===== src/rtl/bpc_pkg.sv =====
`timescale 1ns / 1ps
// ----------------------------------------------------------------------------
// bpc_pkg
// Shared types and constants for the barometric pressure compensation block.
// ----------------------------------------------------------------------------
package bpc_pkg;

  localparam int RegCount = 8;
  localparam int AddrW    = 5;

  localparam logic [2:0] RegAc1  = 3'd0;
  localparam logic [2:0] RegAc2  = 3'd1;
  localparam logic [2:0] RegAc3  = 3'd2;
  localparam logic [2:0] RegAc4  = 3'd3;
  localparam logic [2:0] RegAc5  = 3'd4;
  localparam logic [2:0] RegAc6  = 3'd5;
  localparam logic [2:0] RegB1B2 = 3'd6;
  localparam logic [2:0] RegMcMd = 3'd7;

  localparam int QDepth = 4;
  localparam int QPtrW  = 2;

  // Width of both pipelined dividers.
  localparam int DivW   = 34;
  // Width of the side word carried through each divider.
  localparam int DivSW  = 37;

  typedef struct packed {
    logic signed [15:0] ac1;
    logic signed [15:0] ac2;
    logic signed [15:0] ac3;
    logic        [15:0] ac4;
    logic        [15:0] ac5;
    logic        [15:0] ac6;
    logic signed [15:0] b1;
    logic signed [15:0] b2;
    logic signed [15:0] mc;
    logic signed [15:0] md;
  } cal_t;

  // Word handed from the front part to the back part.
  typedef struct packed {
    logic [15:0] raw_temp;
    logic [15:0] raw_press;
  } item_t;

endpackage


===== src/rtl/bpc_front.sv =====
`timescale 1ns / 1ps
// ----------------------------------------------------------------------------
// bpc_front
// Input side: accepts sample pairs and queues them for the datapath.
// ----------------------------------------------------------------------------
module bpc_front (
  input  logic                 clk,
  input  logic                 rst,
  input  logic                 in_valid,
  output logic                 in_stall,
  input  logic [15:0]          raw_temp,
  input  logic [15:0]          raw_press,
  output logic                 q_valid,
  input  logic                 q_take,
  output bpc_pkg::item_t       q_item
);

  bpc_pkg::item_t           mem [bpc_pkg::QDepth];
  logic [bpc_pkg::QPtrW-1:0] wp;
  logic [bpc_pkg::QPtrW-1:0] rp;
  logic [bpc_pkg::QPtrW:0]   cnt;
  logic                      push;
  logic                      pop;

  assign in_stall = (cnt == 3'(bpc_pkg::QDepth));
  assign push     = in_valid && !in_stall;
  assign q_valid  = (cnt != '0);
  assign pop      = q_valid && q_take;
  assign q_item   = mem[rp];

  always_ff @(posedge clk) begin
    if (push) mem[wp] <= '{raw_temp: raw_temp, raw_press: raw_press};
  end

  always_ff @(posedge clk) begin
    if (rst) begin
      wp  <= '0;
      rp  <= '0;
      cnt <= '0;
    end else begin
      if (push) wp <= wp + 1'b1;
      if (pop)  rp <= rp + 1'b1;
      cnt <= cnt + {2'd0, push} - {2'd0, pop};
    end
  end

  a_no_overflow: assert property (@(posedge clk) disable iff (rst)
    cnt == 3'(bpc_pkg::QDepth) |-> !push) else $error("queue overflow");
  a_no_underflow: assert property (@(posedge clk) disable iff (rst)
    cnt == '0 |-> !pop) else $error("queue underflow");
  a_count: assert property (@(posedge clk) disable iff (rst)
    push && !pop |=> cnt == $past(cnt) + 3'd1) else $error("count slip");

endmodule


===== config.mk =====
export PLATFORM = sky130hd
export DESIGN_NAME = bpc_front
export DESIGN_NICKNAME = d
export VERILOG_FILES = /design/src/rtl/bpc_pkg.sv /design/src/rtl/bpc_front.sv
export SDC_FILE = /design/constraint.sdc
export NUM_CORES = 1
export LEC_CHECK = 0
export BUFFER_PORTS_ARGS = -buffer_cell sky130_fd_sc_hd__buf_2
export CAP_MARGIN = 20
export CORE_MARGIN = 5
export CORE_UTILIZATION = 56
export DETAILED_ROUTE_END_ITERATION = 8
export GPL_TIMING_DRIVEN = 0
export PLACE_DENSITY = 0.85
export SETUP_SLACK_MARGIN = 0.02
export SYNTH_ARGS = -nofsm -noshare
export SYNTH_HDL_FRONTEND = slang
export SYNTH_SLANG_ARGS = --single-unit

===== constraint.sdc =====
create_clock -name clk -period 3.2 [get_ports clk]
set_clock_uncertainty 0.2 [all_clocks]
set_input_delay 0.48 -clock clk [delete_from_list [all_inputs] [get_ports clk]]
set_output_delay 0.48 -clock clk [all_outputs]
set_load 0.005 [all_outputs]

== Word level (Yosys, flattened, before mapping) ==
Memory sizes are Yosys's and may differ from the RTL's. A register that Yosys moved wholly into a read port is not among the register bits.
Cells that the tools add are included.
Word-level totals
  register bits: 7
  bits in writable memories: 128
  memories: 1
  logic and storage cells: 17
Cells by class
  reductions and logical operators: 4
  equality and inequality tests: 1
  $add $sub $neg: 4
  muxes and demuxes: 4
Memories
  mem: words 4, bits a word 32, read ports 1, clocked after memory_dff 1, write ports 1, RTL line bpc_front.sv:18  | bpc_pkg::item_t mem [bpc_pkg::QDepth];
Operator list (number)
  2-bit by 1-bit adder with 2-bit output (second input constant): 2
  2-bit two-way mux: 2
  3-bit by 1-bit adder with 3-bit output: 1
  3-bit == test (second input constant): 1
  3-bit nonzero test: 1
  3-bit by 1-bit subtractor with 3-bit output: 1
  1-bit logical AND: 2
  1-bit two-way mux: 2
  1-bit logical NOT: 1

== Longest topological paths before layout ==
  depth after elaboration: 5
  depth in mapped cells: 11
  gate-level depth less buffers: 11

== Worst setup path before layout ==
No wires, ideal clock.
  path type: input -> register
  start: input port in_valid
  end: register cnt[2] (netlist name)
  setup slack: 0.862 ns
  data required time: 2.922 ns
  cell stages on the path: 11
  buffers on the path: 0
  data arrival time: 2.060 ns
  cells stage by stage: inv_1 > nor2_1 > inv_1 > ha_1 > inv_1 > ha_1 > inv_1 > fa_1 > xor2_1 > and2_1 > nor3_1
On the way
  longest elaborated chain between the ends: 3
RTL lines
  start, declared: RTL line bpc_front.sv:9  | input logic in_valid,
  1-bit logical AND: RTL line bpc_front.sv:26  | assign push = in_valid && !in_stall;
  3-bit by 1-bit adder with 3-bit output: RTL line bpc_front.sv:43  | cnt <= cnt + {2'd0, push} - {2'd0, pop};
  3-bit by 1-bit subtractor with 3-bit output: RTL line bpc_front.sv:43
  end signal, assigned: RTL line bpc_front.sv:43
  end, declared: RTL line bpc_front.sv:21  | logic [bpc_pkg::QPtrW:0] cnt;
Every way passes these cells.
A chain may end at the register's enable or synchronous reset.

== Worst setup path in the final report ==
  start: register cnt[1] (netlist name)
  end: register cnt[2] (netlist name)
On the way
  longest elaborated chain between the ends: 5
  elaborated cells between the ends (all ways): 7
  classes of those cells: 2 x add/sub; 1 x eq/ne; 4 x reduce/logical
RTL lines
  3-bit == test: RTL line bpc_front.sv:25  | assign in_stall = (cnt == 3'(bpc_pkg::QDepth));
  1-bit logical NOT: RTL line bpc_front.sv:26
  1-bit logical AND: RTL line bpc_front.sv:26
  3-bit by 1-bit adder with 3-bit output: RTL line bpc_front.sv:43
  3-bit by 1-bit subtractor with 3-bit output (*): RTL line bpc_front.sv:43
Every way passes the cells marked *; elsewhere a longest branch is shown, timed or not.

==> results.toml <==
[outcome]
status = "complete, no violations"

[route]
dr.pass1.iters = 4
wl_mm = 8.81
routedWlPerCell_um = 19.2
vias = 2491
avgViaCountPerCell = 5.44
drc = 0
drt.antenna.violating_nets = 0
drt_iter0_drc = 123

[yosys]
synth_seq_cells = 137
yosys.area.top_type_share = 0.750
seq_area_frac_synth = 0.785
syn_area_per_cell_um2 = 23.7
yosysWarnings = 0
synth-async-reset-ratio = 0
ys_types = 25
synth_edf_count = 128
synth-main-ff-cell = "edfxtp_1"
syn_inst = 216
synth_top_cell_by_area = "edfxtp_1"
synth_top_cells_by_area = "edfxtp_1 75%, mux4_2 13%, dfxtp_1 3.5%"
synth_area_mm2 = 0.00513
synthesis.nets = 259

[critical_path]
worstReg2RegStart = "cnt[1]"
rr_worst_depth = 11
crit_chain = "nor3b_2 -> nor2_1 -> inv_1 -> ha_1 -> inv_1 -> ha_1 -> inv_1 -> fa_1 -> xor2_1 -> and2_1 -> nor3_1"
path_common_cell = "inv_1"
crit_type = "reg2reg"
cp-end-kind = "register"
slowest_stage = "dfxtp_1"
path_max_fanout = 7
startpoint = "cnt[1]"
endpoint = "cnt[2]"
critPathRequiredTime_ns = 3.44
ff2ff_setup_slack_ns = 0.69
start_kind = "register"
timing.rr.end = "cnt[2]"
slowest_delay_ns = 0.46
critPathArrivalTime_ns = 2.75

[floorplanning]
rows = 35
dieArea_mm2 = 0.0112
core_area_mm2 = 0.00906
dieWidth_um = 106
pin_count = 70
start_util = 0.565
die_y_um = 106

[sta]
setup_ws_ns = 0.690
setup-tns-final_ns = 0
period_needed_ns = 2.51
worstMarginPinSlew_ns = 0.883
fmax_ghz = 0.398
final_max_slew_viol_count = 0
max_slew_margin = 0.411
rsz0062_at_grt = "no"
setup_viol_count_final = 0
final_hold_viol_count = 0
finalCritPeriodShare = 0.785

[place]
portBuffers = 68
hpwl_mm = 4.95
place_ws_ns = 0.632
routabilityCongestion = 0.661

[final_layout]
nNetsFinal = 377
syn2layout_area_growth_pct = 27.8
nFillCells = 540
antenna_cells = 0
drive_gt1_frac = 0.409
multi_input_area_um2 = 995
seq_area_mm2 = 0.00402

[hold_path]
hp-class = "in2reg"

[power]
p_per_area_mw_per_mm2 = 825
p_leak_nw = 2.31
irDropWorstVdd_v = 0.000475

[clock_tree]
root_buffer = "clkbuf_8"
cts_tree = "yes"
cts_buffers = 17
cts_buffer_depth = 2
cts_max_level = 4
clock-sinks = 137
clkSlewWorstSetupHoldPaths_ns = 0.06
clk_latency_ns = 0.51
cts_setup_buffers = 0

[global_routing]
overflow = 0
grt_pass1_vias = 2668
grt_pass1_wl_mm = 14.2
grt_max_degree = 33
antenna_found_initial = 0
grt_use_total = 0.171

[job]
maxCapViolations = 0
-- report_power, final --
| part | internal (mW) | switching (mW) |
|---|---|---|
| registers | 2.18 | 0.0761 |
| clock network | 1.28 | 0.756 |
| logic | 0.605 | 0.497 |
-- worst max-delay path, delay by kind of cell, from the launching register on --
family,cells,cell delay [ns]
XOR/XNOR,1,0.16
adder cells (fa/ha/maj),3,0.79
buffers and inverters,3,0.19
flip-flops,1,0.46
AND/OR/NAND/NOR,4,0.65
-- cells by family after synthesis --
group / count (synthesis) / share of synthesized area
buffers and inverters: 14 / 0.0220
xor gates and xnor gates: 3 / 0.00513
muxes: 33 / 0.144
adders and majority gates: 7 / 0.0185
DFF: 137 / 0.785
AOI/OAI and AO/OA: 4 / 0.00537
and+or+nand+nor: 18 / 0.0200
-- cell usage in the layout (no fill, tap or decap), types with 3 or more instances in the layout --
master and count:
and2_2 4, buf_12 3, buf_2 71, bufinv_16 4, clkbuf_16 16, clkinv_4 4, clkinvlp_4 3, dfxtp_1 9
dlygate4sd3_1 31, edfxtp_1 128, ha_1 6, inv_1 6, inv_6 3, mux4_2 30, nor2_1 6
-- final cells by class --
class                           count  area share
Buffer                              8      0.0138
Clock buffer                       17      0.0632
Clock inverter                     15      0.0329
Inverter                            6     0.00344
Multi-Input combinational cell     65       0.152
Sequential cell                   137       0.614
Tap cell                          111      0.0212
Timing Repair Buffer               99      0.0993
-- flip-flops by register name, summed over array words and instances (netlist names), named ones only --
register	count
cnt	3
mem	128
rp	2
wp	2
-- stage by stage --
step	power, mW	instance area, µm²	utilization	hold WS [ns]	std cells
floorplan	3.01	5130	-	0.282	216
global placement	3.37	5610	0.618	0.294	395
detailed placement	3.40	5610	0.619	0.314	395
CTS	5.46	6550	0.723	0.00642	458
global route	5.65	6550	0.723	0.0162	458
finish	5.40	6550	0.723	0.0131	458
-- layer usage --
layer,routed length (µm),track usage,share of wire,vias to the layer above
met1,3540,0.220,0.40,1280
met3,400,0.0380,0.045,7
met5,0,0,0,-
met4,93,0.0638,0.011,0
met2,4780,0.288,0.54,69
li1,-,-,-,1135
-- synthesized netlist by cell type (2+ instances only) --
cell type and n:
xor2_1 2, buf_2 3, ha_1 6, inv_1 6, buf_12 3, edfxtp_1 128
or3_1 2, nand2b_1 2, and2_1 5, mux4_1 2, mux4_2 30, nor2_1 6
dfxtp_1 9
-- worst min path at each step --
| stage | start | endpoint | slack [ns] | cells past startpoint |
|---|---|---|---|---|
| finish | raw_temp[12] | mem[1][28] | 0.01 | 1 |
| global route | raw_temp[12] | mem[1][28] | 0.02 | 1 |
| global placement | wp[1] | wp[1] | 0.29 | 2 |
| floorplan | wp[1] | wp[1] | 0.28 | 2 |
| CTS | raw_temp[12] | mem[1][28] | 0.006 | 1 |
| detailed placement | wp[1] | wp[1] | 0.31 | 2 |
-- repair_timing --
item,in CTS,in global routing
hold endpoints to repair,124,0
hold buffers,31,0
resized for setup,0,0
(Power assumes the default switching activity.)
