===== config.mk =====
export PLATFORM = sky130hd
export DESIGN_NAME = bpc_regs
export DESIGN_NICKNAME = d
export VERILOG_FILES = /design/src/rtl/bpc_pkg.sv /design/src/rtl/bpc_regs.sv
export SDC_FILE = /design/constraint.sdc
export NUM_CORES = 1
export LEC_CHECK = 0
export BUFFER_PORTS_ARGS = -buffer_cell sky130_fd_sc_hd__buf_2
export CORE_ASPECT_RATIO = 1.2
export CORE_MARGIN = 4
export CORE_UTILIZATION = 40
export CTS_CLUSTER_DIAMETER = 150
export DETAILED_ROUTE_END_ITERATION = 7
export PLACE_DENSITY_LB_ADDON = 0.25
export SLEW_MARGIN = 20
export SYNTH_ARGS = -nofsm -noshare
export SYNTH_HDL_FRONTEND = slang
export SYNTH_SLANG_ARGS = --single-unit

===== constraint.sdc =====
create_clock -name clk -period 2.7 [get_ports clk]
set_clock_uncertainty 0.15 [all_clocks]
set_input_delay 0.405 -clock clk [delete_from_list [all_inputs] [get_ports clk]]
set_output_delay 0.405 -clock clk [all_outputs]
set_load 0.1 [all_outputs]

===== src/rtl/bpc_pkg.sv =====
`timescale 1ns / 1ps
// ----------------------------------------------------------------------------
// bpc_pkg
// Shared types and constants for the barometric pressure compensation block.
// ----------------------------------------------------------------------------
package bpc_pkg;

  localparam int RegCount = 8;
  localparam int AddrW    = 5;

  localparam logic [2:0] RegAc1  = 3'd0;
  localparam logic [2:0] RegAc2  = 3'd1;
  localparam logic [2:0] RegAc3  = 3'd2;
  localparam logic [2:0] RegAc4  = 3'd3;
  localparam logic [2:0] RegAc5  = 3'd4;
  localparam logic [2:0] RegAc6  = 3'd5;
  localparam logic [2:0] RegB1B2 = 3'd6;
  localparam logic [2:0] RegMcMd = 3'd7;

  localparam int QDepth = 4;
  localparam int QPtrW  = 2;

  // Width of both pipelined dividers.
  localparam int DivW   = 34;
  // Width of the side word carried through each divider.
  localparam int DivSW  = 37;

  typedef struct packed {
    logic signed [15:0] ac1;
    logic signed [15:0] ac2;
    logic signed [15:0] ac3;
    logic        [15:0] ac4;
    logic        [15:0] ac5;
    logic        [15:0] ac6;
    logic signed [15:0] b1;
    logic signed [15:0] b2;
    logic signed [15:0] mc;
    logic signed [15:0] md;
  } cal_t;

  // Word handed from the front part to the back part.
  typedef struct packed {
    logic [15:0] raw_temp;
    logic [15:0] raw_press;
  } item_t;

endpackage


===== src/rtl/bpc_regs.sv =====
`timescale 1ns / 1ps
// ----------------------------------------------------------------------------
// bpc_regs
// APB register file holding the calibration coefficients.
// ----------------------------------------------------------------------------
module bpc_regs (
  input  logic                      clk,
  input  logic                      rst,
  input  logic                      psel,
  input  logic                      penable,
  input  logic                      pwrite,
  input  logic [bpc_pkg::AddrW-1:0] paddr,
  input  logic [31:0]               pwdata,
  output logic [31:0]               prdata,
  output logic                      pready,
  output bpc_pkg::cal_t             cal
);

  logic       wr;
  logic [2:0] idx;

  assign pready = 1'b1;
  assign wr     = psel && penable && pwrite;
  assign idx    = paddr[4:2];

  always_ff @(posedge clk) begin
    if (rst) begin
      cal.ac1 <= 16'sd408;
      cal.ac2 <= -16'sd72;
      cal.ac3 <= -16'sd14383;
      cal.ac4 <= 16'd32741;
      cal.ac5 <= 16'd32757;
      cal.ac6 <= 16'd23153;
      cal.b1  <= 16'sd6190;
      cal.b2  <= 16'sd4;
      cal.mc  <= -16'sd8711;
      cal.md  <= 16'sd2868;
    end else if (wr) begin
      unique case (idx)
        bpc_pkg::RegAc1:  cal.ac1 <= pwdata[15:0];
        bpc_pkg::RegAc2:  cal.ac2 <= pwdata[15:0];
        bpc_pkg::RegAc3:  cal.ac3 <= pwdata[15:0];
        bpc_pkg::RegAc4:  cal.ac4 <= pwdata[15:0];
        bpc_pkg::RegAc5:  cal.ac5 <= pwdata[15:0];
        bpc_pkg::RegAc6:  cal.ac6 <= pwdata[15:0];
        bpc_pkg::RegB1B2: begin
          cal.b1 <= pwdata[31:16];
          cal.b2 <= pwdata[15:0];
        end
        bpc_pkg::RegMcMd: begin
          cal.mc <= pwdata[31:16];
          cal.md <= pwdata[15:0];
        end
        default: ;
      endcase
    end
  end

  always_comb begin
    prdata = 32'd0;
    if (paddr[1:0] == 2'b00) begin
      unique case (idx)
        bpc_pkg::RegAc1:  prdata = {16'd0, cal.ac1};
        bpc_pkg::RegAc2:  prdata = {16'd0, cal.ac2};
        bpc_pkg::RegAc3:  prdata = {16'd0, cal.ac3};
        bpc_pkg::RegAc4:  prdata = {16'd0, cal.ac4};
        bpc_pkg::RegAc5:  prdata = {16'd0, cal.ac5};
        bpc_pkg::RegAc6:  prdata = {16'd0, cal.ac6};
        bpc_pkg::RegB1B2: prdata = {cal.b1, cal.b2};
        bpc_pkg::RegMcMd: prdata = {cal.mc, cal.md};
        default:          prdata = 32'd0;
      endcase
    end
  end

endmodule


# Yosys cells after proc, flatten, opt, wreduce, memory -nomap -nowiden
# Index checks and enable logic that the tools add are counted.
# W data, S select, Z words.
[totals]
register_bits = 160
out_inout_bits = 193
elab_cells = 31
[op_classes]
eq_ne = 7
muxes = 2
reduce_logical = 12
[ops]
columns = ["cell", "count"]
rows = [
  ["$pmux W32 S8", 1],
  ["$mux W32", 1],
  ["$reduce_and A2 Y1", 8],
  ["$eq A3 B3 Y1 const B", 4],
  ["$eq A3 B2 Y1 const B", 2],
  ["$eq A3 B1 Y1 const B", 1],
  ["$logic_not A3 Y1", 1],
  ["$logic_and A1 B1 Y1", 2],
  ["$logic_not A2 Y1", 1],
]

# Longest topological paths before layout
# Gate-level depths: netlist of the first run.
[depth]
word_depth = 3
depth_mapped = 7
mapped_depth_nobuf = 4

# Worst setup path before layout of the first run
# OpenSTA, ideal clock, no wires.
[synth_timing]
path_kind = "register to output"
startpoint = "reg cal[32] in the netlist's numbering"
endpoint = "out prdata[0]"
arrival_time_ns = 3.028
slack_ns = -0.883
path_stages_with_launch = 4
path_cell_list = "dfxtp_1 nand2_1 a211o_1 a31oi_1"
[synth_between]
elab_chain_cells = 2
[synth_rtl]
columns = ["item", "line", "text"]
rows = [
  ["start, declared", "bpc_regs.sv:16", "output bpc_pkg::cal_t cal"],
  ["$pmux W32 S8", "bpc_regs.sv:62", "unique case (idx)"],
  ["$mux W32", "bpc_regs.sv:61", "if (paddr[1:0] == 2'b00) begin"],
  ["end, declared", "bpc_regs.sv:14", "output logic [31:0] prdata,"],
]
# Every way passes these cells.

# Worst setup path after layout of the first run
[layout_timing]
startpoint = "in paddr[4] in the netlist's numbering"
endpoint = "out prdata[8]"
[layout_between]
elab_chain_cells = 3
elab_cells_between_ends = 10
classes_between = "eq/ne (7); mux (2); reduce/logical (1)"
[layout_rtl]
columns = ["item", "line", "text"]
rows = [
  ["start, declared", "bpc_regs.sv:12", "input logic [bpc_pkg::AddrW-1:0] paddr,"],
  ["$eq A3 B3 Y1 (tied with other cells)", "bpc_regs.sv:62", ""],
  ["$pmux W32 S8 *", "bpc_regs.sv:62", ""],
  ["$mux W32 *", "bpc_regs.sv:61", ""],
]
# Every way passes the cells marked *; elsewhere a longest branch is shown, timed or not.

==> results of run 1 <==
[metrics by stage]
stage	area, um2	worst slack [ns]
final	9770	0.245
after global routing	9770	0.153
after CTS	9770	0.246
after detailed placement	9160	0.244
after global placement	9160	0.204
after floorplan	7510	-0.292
[area by class of cell]
cell class              count  share of cell area [%]
multi-input cells         703                    39.2
flip-flops and latches    160                    32.8
repair buffers            256                    18.9
clock buffers              22                    4.86
well taps                 220                    2.82
clock inverters             9                    1.35
inverters                   1                  0.0384
[worst paths after layout]
path	depth (start not counted)	from	endpoint	slack, ns
worst max-delay path	5	paddr[4]	prdata[8]	0.25
worst min-delay path	3	pwdata[20]	cal[20]	0.06
worst max register to register	2	cal[46]	cal[46]	1.86
worst min register to register	2	cal[159]	cal[159]	0.32
[power by group]
group          internal [mW]  switching [mW]
sequential              2.39          0.0201
clock                   1.52           0.963
combinational          0.224           0.585
total                   4.13            1.57
[worst max-delay path, delay by kind of cell]
kind                   cells  cell delay, ns
AOI/OAI and AO/OA          2            0.48
buffers and inverters      2            0.37
and+or+nand+nor            1            0.64
[logic make-up (layout without fill, tap and decap cells)]
group | count (synthesis) | after routing | synth area share (%)
AND/OR/NAND/NOR | 512 | 512 | 32.1
flip-flops | 160 | 160 | 44.0
AO/OA/AOI/OAI | 157 | 157 | 12.7
buffers and inverters | 90 | 288 | 6.63
multiplexers | 33 | 33 | 4.54
other | 1 | 1 | 0.0515
[Yosys cell counts, drive strengths merged]
| library cell | count | area, um2 |
|---|---|---|
| a221oi | 1 | 8.76 |
| nand2b | 4 | 25.0 |
| nand3 | 1 | 5.00 |
| a22o | 15 | 131 |
| nor3 | 2 | 32.5 |
| nand3b | 83 | 623 |
| inv | 1 | 3.75 |
| a31oi | 15 | 93.8 |
| dfxtp | 160 | 3200 |
| or3 | 3 | 18.8 |
| a211oi | 1 | 7.51 |
| nand2 | 352 | 1320 |
| and2 | 1 | 6.26 |
| a211o | 15 | 131 |
| conb | 1 | 3.75 |
| nor2 | 58 | 218 |
| nand4 | 1 | 21.3 |
| or2 | 6 | 37.5 |
| o2bb2ai | 1 | 8.76 |
| o21ai | 17 | 85.1 |
| clkbuf | 26 | 103 |
| a21oi | 92 | 460 |
| buf | 63 | 377 |
| mux2i | 33 | 330 |
| nand4b | 1 | 23.8 |
[placed cells by master, fill, tap and decap left out, types with 2 or more instances in the layout]
cell type	netlist	routed
a31oi_4	0	14
o21ai_0	17	17
or2_2	6	6
clkinv_2	0	2
nor3_4	2	2
a211o_1	15	15
a22o_1	15	15
buf_4	7	23
dfxtp_1	160	160
clkbuf_8	0	3
a21oi_1	92	92
nand2_1	351	351
clkbuf_16	0	17
clkinvlp_4	0	3
nor2_1	58	53
nand2b_1	4	4
nand3b_1	83	83
buf_2	49	199
clkbuf_1	22	2
bufinv_16	0	3
nor2_2	0	4
or3_1	3	3
buf_12	0	34
mux2i_1	33	33
[per-layer routing]
metal,GRT usage (%),vias to the layer above
met5,0,-
met4,6.55,0
met3,5.16,27
met2,39.7,264
met1,30.1,3285
li1,-,3516
==> impl_metrics.json, run 1 <==
{
  "critical_path_required_ns": 2.14,
  "gp_congestion": 0.896,
  "die_h_um": 156,
  "drive_above_1_share_pct": 27.5,
  "dp.cells": 1340,
  "slowest_delay_ns": 0.64,
  "grt_use_total_pct": 23.3,
  "top_register": "cal",
  "critPathCaptureType": "primary output",
  "slew_viol_final": 0,
  "antenna_found_initial": 0,
  "seqCellArea_um2": 3200,
  "whs_ns": 0.0574,
  "clk-insertion-delay-late_ns": 0.42,
  "post_cts_buffers": 0,
  "yosysUniqueCellTypes": 29,
  "coreArea_um2": 17700,
  "largest_reg_flops": 160,
  "slew-limit-headroom_pct": 30.3,
  "grt_max_degree": 61,
  "max_cap_violations": 0,
  "wl_met2_mm": 11.8,
  "final-setup-viol-count": 0,
  "clock_sinks": 160,
  "rsz0062_at_grt": "no",
  "crit_chain": "buf_2 -> or3_1 -> o21ai_0 -> a31oi_4 -> buf_12",
  "syn_nets": 995,
  "ys_seq_area_share_pct": 44.0,
  "arrival_ns": 1.90,
  "hold_violations": 0,
  "met3WireLength_mm": 1.57,
  "die-area_um2": 20400,
  "initial_core_util_pct": 41.1,
  "remaining_drc_errors": 0,
  "highest_layer": "met4",
  "outcome": "finished clean",
  "synth_area_um2": 7280,
  "syn_to_final_growth_pct": 34.1,
  "power.leakage_nw": 4.21,
  "synth_seq_cells": 160,
  "io_pins": 235,
  "period_share_pct": 90.9,
  "fin_nets": 1181,
  "period_needed_ns": 2.45,
  "reg_top3": "cal x160",
  "wl_per_cell_um": 18.1,
  "syn_avg_cell_area_um2": 7.64,
  "worst_pin_slew_ns": 1.04,
  "die_width_um": 131,
  "vias": 7092,
  "clk_pin_slew_ns": 0.06,
  "cts_max_path_buffers": 2,
  "clock-root-buffer": "clkbuf_16",
  "multi_input_area_um2": 3830,
  "wl_mm": 24.7,
  "worst_setup_path_start_kind": "primary input",
  "fillers": 1731,
  "overflow": 0,
  "fin_setup_tns_ns": 0,
  "p_total_mw": 5.70,
  "crit_fanout": 16,
  "grt_pass1_vias": 6527,
  "grt_pass1_wl_mm": 38.1,
  "antenna_cells": 0,
  "min_path_type": "primary input to register",
  "final_cells": 1371,
  "critPathKind": "primary input to primary output",
  "drt-met1-wl_mm": 11.0,
  "cts-resized-gates": 0,
  "viasPerCell": 5.17,
  "fin_util_pct": 55.2,
  "p_per_area_nw_per_um2": 584,
  "antenna_left": 0,
  "drt-pass1-iter-count": 5,
  "max_freq_ghz": 0.407,
  "tritoncts": "yes",
  "htree_levels": 4,
  "ir_drop_uv": 404,
  "rows": 53,
  "portBuffers": 233,
  "holdBufCountCts": 0,
  "place.detailed.hpwl_mm": 18.3,
  "yosysWarnings": 0,
  "cts_inserted_buffers": 17,
  "crit_slowest_cell": "or3_1",
  "synthCells": 953,
  "drt_iter0_drc": 515
}
Note: power is estimated with default switching activity, not from simulation.
==> run 2: changes to the inputs <==
clock period = 2.9 ns   (was 2.7 ns; I/O delays follow)
==> run 2 against run 1 <==
Sequential power fell by 7%; flip-flop and latch count did not move; worst hold slack improved by 0.034 ns; critical endpoint is now prdata[6].
==> impl_metrics.json, run 2 (same netlist as run 1, synthesis figures left out) <==
{
  "outcome": "finished clean",
  "overflow": 0,
  "fin_nets": 1176,
  "slew_viol_final": 0,
  "hp-start": "pwdata[19]",
  "grt_pass1_wl_mm": 38.9,
  "tritoncts": "yes",
  "max_cap_violations": 0,
  "htree_levels": 4,
  "gp_congestion": 0.845,
  "wl_per_cell_um": 18.3,
  "grt_max_degree": 161,
  "placed_area_um2": 9130,
  "rsz0062_at_grt": "no",
  "crit_fanout": 16,
  "whs_ns": 0.0914,
  "antenna_found_initial": 0,
  "grt_use_total_pct": 23.8,
  "viasPerCell": 5.27,
  "remaining_drc_errors": 0,
  "worst_slack_ns": 0.298,
  "crit-reg2reg-capture": "cal[43]",
  "die_width_um": 131,
  "final_cell_mix": "nand2_1 (351), buf_2 (199), dfxtp_1 (160)",
  "final-setup-viol-count": 0,
  "layout_commonest_cell": "nand2_1",
  "dp.cells": 1335,
  "cts-resized-gates": 0,
  "initial_core_util_pct": 41.1,
  "hold_violations": 0,
  "clk-insertion-delay-late_ns": 0.42,
  "critPathCaptureType": "primary output",
  "min_path_type": "primary input to register",
  "r2r_slack_ns": 2.05,
  "top_register": "cal",
  "stdcell_area_um2": 9710,
  "place_ws_ns": 0.307,
  "slew-limit-headroom_pct": 28.7,
  "fin_util_pct": 54.8,
  "min_to": "cal[51]",
  "holdBufCountCts": 0,
  "critical_path_required_ns": 2.32,
  "drt-pass1-iter-count": 5,
  "fillers": 1715,
  "period_share_pct": 89.7,
  "power.leakage_nw": 4.18,
  "critPathKind": "primary input to primary output",
  "period_needed_ns": 2.60,
  "final_cells": 1366,
  "min_path_cells": 3,
  "clock_sinks": 160,
  "drive_above_1_share_pct": 27.0,
  "io_pins": 235,
  "die_h_um": 156,
  "coreArea_um2": 17700,
  "portBuffers": 233,
  "p_per_area_nw_per_um2": 535,
  "ir_drop_uv": 403,
  "worst_setup_path_start_kind": "primary input",
  "cts_inserted_buffers": 17,
  "syn_to_final_growth_pct": 33.3,
  "antenna_left": 0,
  "worst_pin_slew_ns": 1.07,
  "vias": 7196,
  "largest_reg_flops": 160,
  "drt_iter0_drc": 392,
  "reg_top3": "cal x160",
  "clock-root-buffer": "clkbuf_16",
  "place.detailed.hpwl_mm": 18.1,
  "post_cts_buffers": 0,
  "antenna_cells": 0,
  "cts_max_path_buffers": 2,
  "clk_pin_slew_ns": 0.06,
  "rows": 53,
  "arrival_ns": 2.02,
  "max_freq_ghz": 0.384,
  "die-area_um2": 20400,
  "rr_worst_depth": 2,
  "worstReg2RegStart": "cal[43]",
  "wl_mm": 25.0,
  "grt_pass1_vias": 6857
}
[run 2: cell types whose count changed in the layout (fill, tap and decap cells not counted)]
| cell | before | now |
|---|---|---|
| bufinv_16 | 3 | 2 |
| clkinvlp_4 | 3 | 0 |
| clkinv_2 | 2 | 4 |
| clkbuf_1 | 2 | 4 |
| clkbuf_8 | 3 | 4 |
| buf_4 | 23 | 17 |
| nor2_2 | 4 | 5 |
| buf_12 | 34 | 35 |
| inv_6 | 1 | 0 |
| nor2_4 | 1 | 0 |
[run 2: metal layers]
metal	track usage, %	wire, um	vias to the layer above
met1	30.6	10900	3393
li1	-	-	3491
met4	9.20	649	0
met5	0	0	-
met3	4.65	1580	32
met2	39.7	11900	280
[run 2: how the worst max path moves through the flow]
stage | start | end | slack, ns | cells after the start
floorplan | paddr[2] | prdata[16] | -0.15 | 5
global placement | paddr[3] | prdata[9] | 0.33 | 6
detailed placement | paddr[3] | prdata[6] | 0.31 | 6
CTS | paddr[3] | prdata[6] | 0.31 | 6
global route | paddr[3] | prdata[5] | 0.24 | 6
finish | paddr[3] | prdata[6] | 0.30 | 6
[run 2: layout make-up]
| cell class | count | area [um2] | area share [%] |
|---|---|---|---|
| well taps | 220 | 275 | 2.84 |
| inverters | 1 | 3.75 | 0.0387 |
| repair buffers | 251 | 1820 | 18.8 |
| flip-flops and latches | 160 | 3200 | 33.0 |
| clock inverters | 6 | 80.1 | 0.825 |
| clock buffers | 25 | 495 | 5.10 |
| multi-input cells | 703 | 3820 | 39.4 |
[run 2: worst max-delay path: stages]
cell and delay (ns):
buf_2 0.16, buf_4 0.18, or3_1 0.57, o21ai_0 0.41, a31oi_4 0.07, buf_12 0.18
[run 2: where the power goes]
part | internal [mW] | switching [mW]
clock | 1.35 | 0.849
combinational | 0.206 | 0.545
sequential | 2.22 | 0.0192
[run 2: metrics by stage]
stage / power [mW] / setup TNS (ns)
after global placement: 3.04 / 0
after global routing: 5.35 / 0
after floorplan: 2.84 / -2.11
after CTS: 5.23 / 0
after detailed placement: 3.04 / 0
final: 5.19 / 0
